--- config.mk ---
export PLATFORM = sky130hd
export DESIGN_NAME = two_class_insertion_queue_top
export DESIGN_NICKNAME = d
export VERILOG_FILES = /design/src/rtl/tciq_pkg.sv /design/src/rtl/tciq_cell.sv /design/src/rtl/two_class_insertion_queue_top.sv
export SDC_FILE = /design/constraint.sdc
export NUM_CORES = 1
export LEC_CHECK = 0
export ABC_AREA = 1
export BUFFER_PORTS_ARGS = -buffer_cell sky130_fd_sc_hd__buf_2
export CAP_MARGIN = 20
export CORE_MARGIN = 10
export CORE_UTILIZATION = 57
export CTS_CLUSTER_DIAMETER = 30
export DETAILED_ROUTE_END_ITERATION = 16
export PLACE_DENSITY = 0.8
export SETUP_SLACK_MARGIN = 0.1
export SLEW_MARGIN = 25
export SYNTH_ARGS = -nofsm -noshare
export SYNTH_HDL_FRONTEND = slang
export SYNTH_SLANG_ARGS = --single-unit
export TNS_END_PERCENT = 30
--- constraint.sdc ---
create_clock -name clk -period 2.72 [get_ports clk]
set_input_delay 0.68 -clock clk [delete_from_list [all_inputs] [get_ports clk]]
set_output_delay 0.68 -clock clk [all_outputs]
set_load 0.03 [all_outputs]
--- src/rtl/tciq_pkg.sv ---
// Shared constants and types for the two-class insertion queue.
package tciq_pkg;

  localparam int CAPACITY_DEF = 16;
  localparam int TAG_BITS_DEF = 16;

  localparam logic [2:0] OP_PUSH   = 3'd0;
  localparam logic [2:0] OP_URGENT = 3'd1;
  localparam logic [2:0] OP_POP    = 3'd2;
  localparam logic [2:0] OP_CLOSE  = 3'd3;
  localparam logic [2:0] OP_QUERY  = 3'd4;

  localparam logic [2:0] ST_OK           = 3'd0;
  localparam logic [2:0] ST_CLOSED       = 3'd1;
  localparam logic [2:0] ST_FULL         = 3'd2;
  localparam logic [2:0] ST_EMPTY_CLOSED = 3'd3;
  localparam logic [2:0] ST_RETRY        = 3'd4;

  typedef struct packed {
    logic ins;
    logic urgent_mode;
    logic pop;
    logic nu_head;
  } tciq_ctl_t;

endpackage

--- src/rtl/tciq_cell.sv ---
// One queue slot: tag, urgent mark and count of non-urgent entries ahead of it.
module tciq_cell #(
  parameter int IDX      = 0,
  parameter int TAG_BITS = 16,
  parameter int CW       = 4,
  parameter int NW       = 5
) (
  input  logic                clk,
  input  logic                rst,
  input  tciq_pkg::tciq_ctl_t ctl,
  input  logic [NW-1:0]       fill,
  input  logic [TAG_BITS-1:0] new_tag,
  input  logic                new_urg,
  input  logic [TAG_BITS-1:0] left_tag,
  input  logic                left_urg,
  input  logic [CW-1:0]       left_c,
  input  logic                left_after,
  input  logic [TAG_BITS-1:0] right_tag,
  input  logic                right_urg,
  input  logic [CW-1:0]       right_c,
  output logic [TAG_BITS-1:0] tag,
  output logic                urg,
  output logic [CW-1:0]       c,
  output logic                after
);
  import tciq_pkg::*;

  logic occ;

  assign occ   = NW'(IDX) < fill;
  assign after = ctl.urgent_mode ? ((c != '0) || !occ || !urg) : !occ;

  always_ff @(posedge clk) begin
    if (ctl.ins && after) begin
      if (left_after) begin
        tag <= left_tag;
        urg <= left_urg;
      end else begin
        tag <= new_tag;
        urg <= new_urg;
      end
    end else if (ctl.pop) begin
      tag <= right_tag;
      urg <= right_urg;
    end
  end

  always_ff @(posedge clk) begin
    if (rst) begin
      c <= '0;
    end else if (ctl.ins && after && left_after) begin
      c <= left_c + CW'(!new_urg);
    end else if (ctl.pop) begin
      c <= right_c - CW'(ctl.nu_head);
    end
  end

endmodule

--- src/rtl/two_class_insertion_queue_top.sv ---
// Top level of the two-class insertion queue: command decode, cell row, result register.
//
//   channel | direction | handshake              | payload
//   in      | input     | in_valid / in_ready    | opcode, item_tag, item_urgent
//   out     | output    | out_valid / out_ready  | status, out_tag, out_urgent, count,
//           |           |                        | closed_mark
//
// One command per cycle while in_ready is high: every cell decides locally where it stands against the
// insert point and moves in the same edge; the result is registered and appears in the next cycle.
// A new command is taken while the result register is empty or being emptied.
// Synchronous reset empties and opens the queue.
module two_class_insertion_queue_top #(
  parameter int CAPACITY = tciq_pkg::CAPACITY_DEF,
  parameter int TAG_BITS = tciq_pkg::TAG_BITS_DEF
) (
  input  logic                            clk,
  input  logic                            rst,
  input  logic                            in_valid,
  output logic                            in_ready,
  input  logic [2:0]                      opcode,
  input  logic [TAG_BITS-1:0]             item_tag,
  input  logic                            item_urgent,
  output logic                            out_valid,
  input  logic                            out_ready,
  output logic [2:0]                      status,
  output logic [TAG_BITS-1:0]             out_tag,
  output logic                            out_urgent,
  output logic [$clog2(CAPACITY+1)-1:0]   count,
  output logic                            closed_mark
);
  import tciq_pkg::*;

  localparam int NW = $clog2(CAPACITY + 1);
  localparam int CW = $clog2(CAPACITY);

  logic [NW-1:0]       fill, fill_next;
  logic                closed, closed_next;
  logic                accept, push_ok, pop_ok, is_push;
  logic [2:0]          status_next;
  tciq_ctl_t           ctl;

  logic [TAG_BITS-1:0] tag_w   [CAPACITY];
  logic                urg_w   [CAPACITY];
  logic [CW-1:0]       c_w     [CAPACITY];
  logic                after_w [CAPACITY];

  assign in_ready = !out_valid || out_ready;
  assign accept   = in_valid && in_ready;
  assign is_push  = (opcode == OP_PUSH) || (opcode == OP_URGENT);
  assign push_ok  = is_push && !closed && (fill != NW'(CAPACITY));
  assign pop_ok   = (opcode == OP_POP) && (fill != '0);

  assign ctl.ins         = accept && push_ok;
  assign ctl.urgent_mode = opcode == OP_URGENT;
  assign ctl.pop         = accept && pop_ok;
  assign ctl.nu_head     = !urg_w[0];

  always_comb begin
    fill_next   = fill;
    closed_next = closed;
    status_next = ST_OK;
    case (opcode)
      OP_PUSH, OP_URGENT: begin
        if (closed) begin
          status_next = ST_CLOSED;
        end else if (fill == NW'(CAPACITY)) begin
          status_next = ST_FULL;
        end else begin
          fill_next = fill + NW'(1);
        end
      end
      OP_POP: begin
        if (fill == '0) begin
          status_next = closed ? ST_EMPTY_CLOSED : ST_RETRY;
        end else begin
          fill_next = fill - NW'(1);
        end
      end
      OP_CLOSE: begin
        closed_next = 1'b1;
      end
      OP_QUERY: begin
        status_next = ST_OK;
      end
      default: begin
        status_next = ST_OK;
      end
    endcase
  end

  always_ff @(posedge clk) begin
    if (rst) begin
      fill      <= '0;
      closed    <= 1'b0;
      out_valid <= 1'b0;
    end else begin
      if (accept) begin
        fill   <= fill_next;
        closed <= closed_next;
      end
      if (accept) begin
        out_valid <= 1'b1;
      end else if (out_ready) begin
        out_valid <= 1'b0;
      end
    end
  end

  always_ff @(posedge clk) begin
    if (accept) begin
      status      <= status_next;
      out_tag     <= pop_ok ? tag_w[0] : '0;
      out_urgent  <= pop_ok ? urg_w[0] : 1'b0;
      count       <= fill_next;
      closed_mark <= closed_next;
    end
  end

  for (genvar k = 0; k < CAPACITY; k++) begin : g_cell
    logic [TAG_BITS-1:0] l_tag, r_tag;
    logic                l_urg, r_urg, l_after;
    logic [CW-1:0]       l_c, r_c;

    if (k == 0) begin : g_first
      assign l_tag   = '0;
      assign l_urg   = 1'b0;
      assign l_c     = '0;
      assign l_after = 1'b0;
    end else begin : g_mid_l
      assign l_tag   = tag_w[k-1];
      assign l_urg   = urg_w[k-1];
      assign l_c     = c_w[k-1];
      assign l_after = after_w[k-1];
    end

    if (k == CAPACITY - 1) begin : g_last
      assign r_tag = '0;
      assign r_urg = 1'b0;
      assign r_c   = c_w[k] + CW'((fill == NW'(CAPACITY)) && !urg_w[k]);
    end else begin : g_mid_r
      assign r_tag = tag_w[k+1];
      assign r_urg = urg_w[k+1];
      assign r_c   = c_w[k+1];
    end

    tciq_cell #(
      .IDX      (k),
      .TAG_BITS (TAG_BITS),
      .CW       (CW),
      .NW       (NW)
    ) u_cell (
      .clk        (clk),
      .rst        (rst),
      .ctl        (ctl),
      .fill       (fill),
      .new_tag    (item_tag),
      .new_urg    (item_urgent),
      .left_tag   (l_tag),
      .left_urg   (l_urg),
      .left_c     (l_c),
      .left_after (l_after),
      .right_tag  (r_tag),
      .right_urg  (r_urg),
      .right_c    (r_c),
      .tag        (tag_w[k]),
      .urg        (urg_w[k]),
      .c          (c_w[k]),
      .after      (after_w[k])
    );
  end

  a_fill_bound: assert property (@(posedge clk) disable iff (rst)
    fill <= NW'(CAPACITY))
    else $error("fill exceeds capacity");

  a_pop_dec: assert property (@(posedge clk) disable iff (rst)
    ctl.pop |=> fill == $past(fill) - NW'(1))
    else $error("pop did not decrement fill");

  a_closed_sticky: assert property (@(posedge clk) disable iff (rst)
    closed |=> closed)
    else $error("closed mark cleared");

  a_head_count: assert property (@(posedge clk) disable iff (rst)
    c_w[0] == '0)
    else $error("head cell non-urgent count not zero");

  a_zero_payload: assert property (@(posedge clk) disable iff (rst)
    out_valid && (status != ST_OK) |-> (out_tag == '0) && !out_urgent)
    else $error("payload set on rejected command");

endmodule
==> run metrics, run 1 <==
# diodes=0; Critical Path Source=fill[1]$_SDFFE_PP0P_; Slew Limit Fails=0; detailed-route wire length=around 60000 um; clock latency on the worst-skew pair=around 600 ps; EDFF count, synth=slightly below 300; initial cell density of the core=around 58%; Async SR Flop Fraction=0%; status=complete, no violations; class of the most critical setup path=flip-flop to flip-flop; overall die width=about 210 um; Tmin final=~2400 ps; post-route ant nets=0; worst vdd ir=around 460 uV; CTS tree=done; Worst Path Arrival=2870 ps; gr usage total=26.8%; CP Max Fanout=30; Wirelength per Cell=19.7 um; Initial DRC Count=roughly 3000; worst-case clock skew=26.5 ps; Worst Hold Depth=4; Worst Hold Launch=out_ready; post-synthesis net count=2559; Critical Path Source Type=flip-flop; Area growth syn-to-layout=16.9%; Mean Syn Cell Area=8.40 um^2; largest net degree at the start of global routing=56; layout cell share with drive strength beyond 1=between 10% and 20%; utilization after layout=roughly two thirds; vias per cell=roughly 6; hold slack final=slightly above 400 ps; count of different cell masters after synthesis=38; clk slew on worst S/H paths=roughly 40 ps; maxcap violations=0; setup TNS=0 ps; power density over the cells=approximately 770 nW/um^2; Num CTS Buffers=82; synth warn=0; Cell Rows=69; Rel. slew slack=around 60%; cell count after placement=approximately 2900; RSZ-0062 raised after global routing=no; Tightest Pin Transition=around 600 ps; DIE AREA=roughly 44000 um^2; reg2reg start=fill[1]$_SDFFE_PP0P_; maximum clock frequency=around 410 MHz; Die Ht=around 210 um; number of synthesized register bits=~370; RePlAce Congestion=about 0.97; hpwl dp=just over 40000 um; R2R depth=10; RR Endpoint=g_cell[12].u_cell.tag[14]$_DFFE_PP_; Setup violations, final=0; hold_buf cts=0; Crit path required time=between 3000 and 4000 ps; fin crit share=between 90% and 100%; Crit. End Element=flip-flop; Syn Std Cell Area=roughly 21000 um^2; Congestion Overflow GR=0; NumNets Final=2622; post-route insts no fill=around 3100; core area=about 36000 um^2; num ports=52; first-pass GRT wire length=~95000 um; port bufs=51; Hold Path End=out_valid$_SDFFE_PP0P_; DR vias=18400; post-synthesis cell count=2465; Min-Delay Path Class=input port to flip-flop; R2R Setup Slk=between 200 and 300 ps; Seq/Total Area, Yosys=50.1%; number of global-route vias before repair=approximately 17000; Final Hold Viols=0; initial antenna violation count=0; DRC Markers=0; Post-CTS Setup Inserts=0; CTS H-tree lvls=3; clock sinks=around 370; total iterations of the first detailed-routing run=7; Root Buffer=clkbuf_16; Tot Pwr=around 19000 uW; FILL cells=approximately 2700; LEAKAGE=about 0.010 uW; clock buffer depth=3; Synth Flop Type=edfxtp_1
==> stage by stage <==
| stage | setup WS [ps] | instance area, um^2 |
|---|---|---|
| 3_5_place_dp | -132 | 21400 |
| 4_1_cts | 150 | 24200 |
| 5_1_grt | 110 | 24200 |
| 2_1_floorplan | 0.0644 | 20700 |
| 6_report | 272 | 24200 |
| 3_3_place_gp | -8.80 | 21400 |
==> layout make-up <==
type                    instances  area, um^2  share of cell area, %
clock inverters                49         536                   2.21
flip-flops and latches        369       10400                   42.8
multi-input cells            1775        8960                   37.0
inverters                     186         704                   2.91
repair buffers                114         803                   3.32
well taps                     461         577                   2.38
clock buffers                 104        2270                   9.36
==> state kept, by name, summed over array words and instances (netlist names) <==
signal	flops
closed	1
closed_mark	1
count	5
fill	5
g_cell.u_cell.c	64
g_cell.u_cell.tag	256
g_cell.u_cell.urg	16
out_tag	16
out_urgent	1
out_valid	1
status	3
==> power breakdown <==
part	internal, uW	leakage [uW]	switching (uW)
logic	603	0.00541	1550
clock network	6650	0.00136	3210
registers	6480	0.00333	227
total	13700	0.0101	4980
==> critical path, stage by stage, from the launching register on <==
cell     delay, ps
dfxtp_1        510
inv_1          150
ha_1           240
nand3_2        160
nand2_4         90
nor2_8         230
buf_12         250
nand2_2        120
inv_2          200
o21ai_0        130
o21ai_0        200
==> timing repair <==
item	in CTS	in global routing
gates resized for setup	1	1
setup endpoints to repair	1	13
gates cloned	0	0
==> cells in the mapped netlist (all sizes together), types with 5 or more instances <==
cell / n / area [um^2]
a211oi: 18 / 180
a21oi: 122 / 614
buf: 79 / 504
clkbuf: 56 / 211
dfxtp: 71 / 1420
edfxtp: 298 / 8950
ha: 69 / 863
inv: 185 / 697
nand2: 480 / 1860
nand3: 111 / 611
nand4: 23 / 144
nor2: 418 / 1700
o21ai: 458 / 2290
o22ai: 5 / 31.3
xnor2: 10 / 87.6
xor2: 56 / 490
==> layout by cell type (no fill, tap or decap), types with 10 or more instances in the layout <==
cell	count
nand2_1	453
nand3_1	100
nor2_4	12
xnor2_1	10
edfxtp_1	298
clkbuf_1	11
nand2_2	22
dfxtp_1	71
nor2_1	400
buf_4	57
ha_1	69
nand3_2	11
a21oi_1	121
nand4_1	23
o21ai_0	323
inv_2	28
o21ai_1	135
inv_1	155
xor2_1	56
clkinv_4	11
buf_2	51
clkbuf_16	84
clkinv_2	13
==> logic make-up (layout without fill, tap and decap cells) <==
| group | Yosys count | after routing | synth area share [%] |
|---|---|---|---|
| AND/OR/NAND/NOR | 1034 | 1034 | 20.9 |
| AO/OA/AOI/OAI | 605 | 605 | 15.1 |
| flip-flops | 369 | 369 | 50.1 |
| buffers and inverters | 321 | 453 | 6.84 |
| adder cells (fa/ha/maj) | 70 | 70 | 4.27 |
| XOR/XNOR | 66 | 66 | 2.79 |
==> worst max path at each step <==
stage	endpoint	slack, ps	cells after the start
2_1_floorplan	g_cell[2].u_cell.tag[0]$_DFFE_PP_	0.06	10
3_3_place_gp	g_cell[2].u_cell.tag[9]$_DFFE_PP_	-9	10
3_5_place_dp	g_cell[2].u_cell.tag[3]$_DFFE_PP_	-130	10
4_1_cts	g_cell[2].u_cell.tag[9]$_DFFE_PP_	150	9
5_1_grt	g_cell[12].u_cell.tag[9]$_DFFE_PP_	110	10
6_report	g_cell[12].u_cell.tag[14]$_DFFE_PP_	270	10
==> routing by layer <==
layer | vias up | part of all wire, % | global-route usage, %
li1 | 8488 | - | -
met1 | 8428 | 39 | 36.6
met2 | 1312 | 43 | 40.7
met3 | 180 | 14 | 5.36
met4 | 0 | 4.0 | 11.7
met5 | - | 0 | 0
(Power assumes the default switching activity.)
==> run 2, diff against run 1 <==
ABC_AREA = not set   (was 1)
RECOVER_POWER = 100   (was not set)
==> run 2 against run 1 <==
Effect of this change: worst hold slack improved by 76 ps; synthesized cell count fell by 21%; clock skew rose by 4.3 ps; synthesized area fell by 2.3%; die area fell by 2.1%; combinational power fell by 13%; highest routed layer is now met5; largest power group unchanged; global-route usage fell by 3.7 points; first-iteration DRC count fell by 54%; sequential share of layout area fell by 0.12 points; critical path depth fell by 2; via count fell by 14%.
==> run metrics, run 2 <==
top-count cell post-synth=nand2_1; top-area cell type share of the netlist area=44.2%; worst-case clock skew=30.8 ps; Final Instance Area=~24000 um^2; Critical Path Source=fill[0]$_SDFFE_PP0P_; worst vdd ir=between 700 and 800 uV; synth warn=0; largest registers=g_cell.u_cell.tag: 256 flops, g_cell.u_cell.c: 64 flops; hold_buf cts=0; placed cell area=about 22000 um^2; Crit path required time=2940 ps; worst path bufs/invs=3; number of synthesized register bits=369; # diodes=0; Die Ht=approximately 210 um; Critical Path Source Type=flip-flop; CTS tree=done; Initial DRC Count=around 1300; post-synthesis xor/xnor area fraction=around 2.8%; Slew Limit Fails=0; detailed-route wire length=between 50000 and 60000 um; Wirelength per Cell=around 20 um; RePlAce Congestion=a little over 0.9; max reg flops=roughly 260; main combinational cell family by area after synthesis=compound AO/OA/AOI/OAI gates; DR vias=roughly 16000; fin crit share=between 90 and 100%; largest area contributor in the netlist=edfxtp_1; Simple-Gate Fraction of Synth Area=10.7%; Syn Std Cell Area=between 20000 and 25000 um^2; ranking of synthesized cells by area=edfxtp_1 (44%), mux2i_1 (12%), dfxtp_1 (7.0%), o21ai_0 (6.5%), nand2_1 (6.2%); hold slack final=478 ps; Logic pwr share=about a tenth; Area growth syn-to-layout=20.0%; core area=34800 um^2; R2R depth=8; Seq/Total Area, Yosys=51.2%; maximum clock frequency=395 MHz; first-pass GRT wire length=around 85000 um; maxcap violations=0; WP depth=8; class of the most critical setup path=flip-flop to flip-flop; area of the multi-input gates=9160 um^2; Clock power frac=a little over half; overall die width=about 210 um; commonest non-fill, non-tap cell in the layout=nand2_1; Tightest Pin Transition=1470 ps; Min-Delay Path Class=flip-flop to flip-flop; num ports=52; CTS H-tree lvls=3; DRC Markers=0; CP delay by family, top=simple AND/OR/NAND/NOR gates; FF+latch area=slightly above 10000 um^2; count of different cell masters after synthesis=a little over 60; switching share of power=24.6%; CP Max Fanout=17; top post-synthesis cells by count=nand2_1 (333), edfxtp_1 (298), o21ai_0 (261); RR Endpoint=g_cell[11].u_cell.tag[1]$_DFFE_PP_; Post-CTS Setup Inserts=0; LEAKAGE=around 0.009 uW; initial antenna violation count=1; Final Hold Viols=0; Worst path slowest cell=buf_2; cts repair resizes=0; number of global-route vias before repair=between 15000 and 20000; Setup violations, final=0; largest net degree at the start of global routing=45; Root Buffer=clkbuf_16; total iterations of the first detailed-routing run=5; Synth Flop Type=edfxtp_1; commonest non-fill, non-tap cells in the layout=nand2_1 (327), edfxtp_1 (298), o21ai_0 (261); NumNets Final=about 2100; crit path capture=g_cell[11].u_cell.tag[1]$_DFFE_PP_; clock latency on the worst-skew pair=~590 ps; port bufs=51; layout cell share with drive strength beyond 1=13.9%; CP max stage delay=between 300 and 400 ps; initial cell density of the core=about 58%; utilization after layout=between 60% and 70%; Flop pwr share=a little over a third; post-synthesis net count=2038; DIE AREA=between 40000 and 50000 um^2; Cell Rows=68; Congestion Overflow GR=0; CP cell instances=inv_1, ha_1, and4bb_1, nor4_4, buf_12, o21ai_1, nand2_2, buf_2; R2R Setup Slk=190 ps; Synth Area in Adders=between 4 and 5%; Top reg by flops=g_cell.u_cell.tag; status=complete, no violations; clk slew on worst S/H paths=around 40 ps; FILL cells=2454; final worst slack=around 190 ps; post-synthesis compound-gate area fraction=14.3%; Worst Path Arrival=2750 ps; EDFF count, synth=slightly below 300; RSZ-0062 raised after global routing=no; hpwl dp=about 34000 um; mux cell area share after synthesis=12.7%; Num CTS Buffers=76; Async SR Flop Fraction=0%; post-route ant nets=0; Rel. slew slack=1.92%; Worst Hold Launch=g_cell[15].u_cell.c[3]$_SDFFE_PP0P_; Mean Syn Cell Area=10.4 um^2; gr usage total=between 20% and 30%; pre-CTS setup slack=-57.5 ps; power density over the cells=747 nW/um^2; vias per cell=6.23; Cell Int Power=between 10000 and 15000 uW; clock buffer depth=3; Tmin final=2530 ps; Crit. End Element=flip-flop; clock sinks=around 370; reg2reg start=fill[0]$_SDFFE_PP0P_; sw power=~4500 uW; post-synthesis cell count=1944; Tot Pwr=approximately 18000 uW
## run 2: through the flow
stage / instances / setup TNS, ps
after floorplan: 1944 / -772
after global placement: 2392 / 0
after detailed placement: 2392 / -86.8
after CTS: 2534 / 0
after global routing: 2534 / 0
final: 2534 / 0
## run 2: kinds of logic (layout without fill, tap and decap cells)
group / count (synthesis) / count (layout)
XOR/XNOR: 64 / 64
AO/OA/AOI/OAI: 495 / 495
AND/OR/NAND/NOR: 494 / 494
multiplexers: 254 / 254
flip-flops: 369 / 369
buffers and inverters: 198 / 333
adder cells (fa/ha/maj): 70 / 70
## run 2: tightest hold or removal path, cell delays in order, from the launching register on
cell,delay [ps]
dfxtp_1,300
nand2_1,50
a311oi_1,70
## run 2: layout make-up
type / count / area share [%]
flip-flops and latches: 369 / 42.7
multi-input cells: 1377 / 37.7
clock buffers: 90 / 8.26
repair buffers: 145 / 5.50
clock inverters: 52 / 2.75
well taps: 455 / 2.34
inverters: 46 / 0.711
## run 2: routing by layer
layer	global-route usage, %	vias up	wire length (um)
met3	4.09	132	3220
met1	29.7	7745	21300
li1	-	7288	-
met4	8.72	2	1550
met5	0	-	12
met2	37.9	625	24800
## run 2: worst min-delay path by stage
stage	to	slack, ps	cells past startpoint
finish	g_cell[15].u_cell.c[3]$_SDFFE_PP0P_	480	2
global route	g_cell[15].u_cell.c[3]$_SDFFE_PP0P_	500	2
CTS	g_cell[15].u_cell.c[3]$_SDFFE_PP0P_	480	2
detailed placement	g_cell[15].u_cell.c[3]$_SDFFE_PP0P_	470	2
global placement	g_cell[15].u_cell.c[3]$_SDFFE_PP0P_	470	2
floorplan	g_cell[15].u_cell.c[3]$_SDFFE_PP0P_	450	2
## run 2: power groups by stage
stage	clock network (uW)	registers [uW]	logic, uW
after global placement	0	6670	1800
final	9670	6590	1880
after detailed placement	0	6680	1870
after global routing	10000	6610	2060
after floorplan	0	6670	1220
after CTS	9730	6580	1910
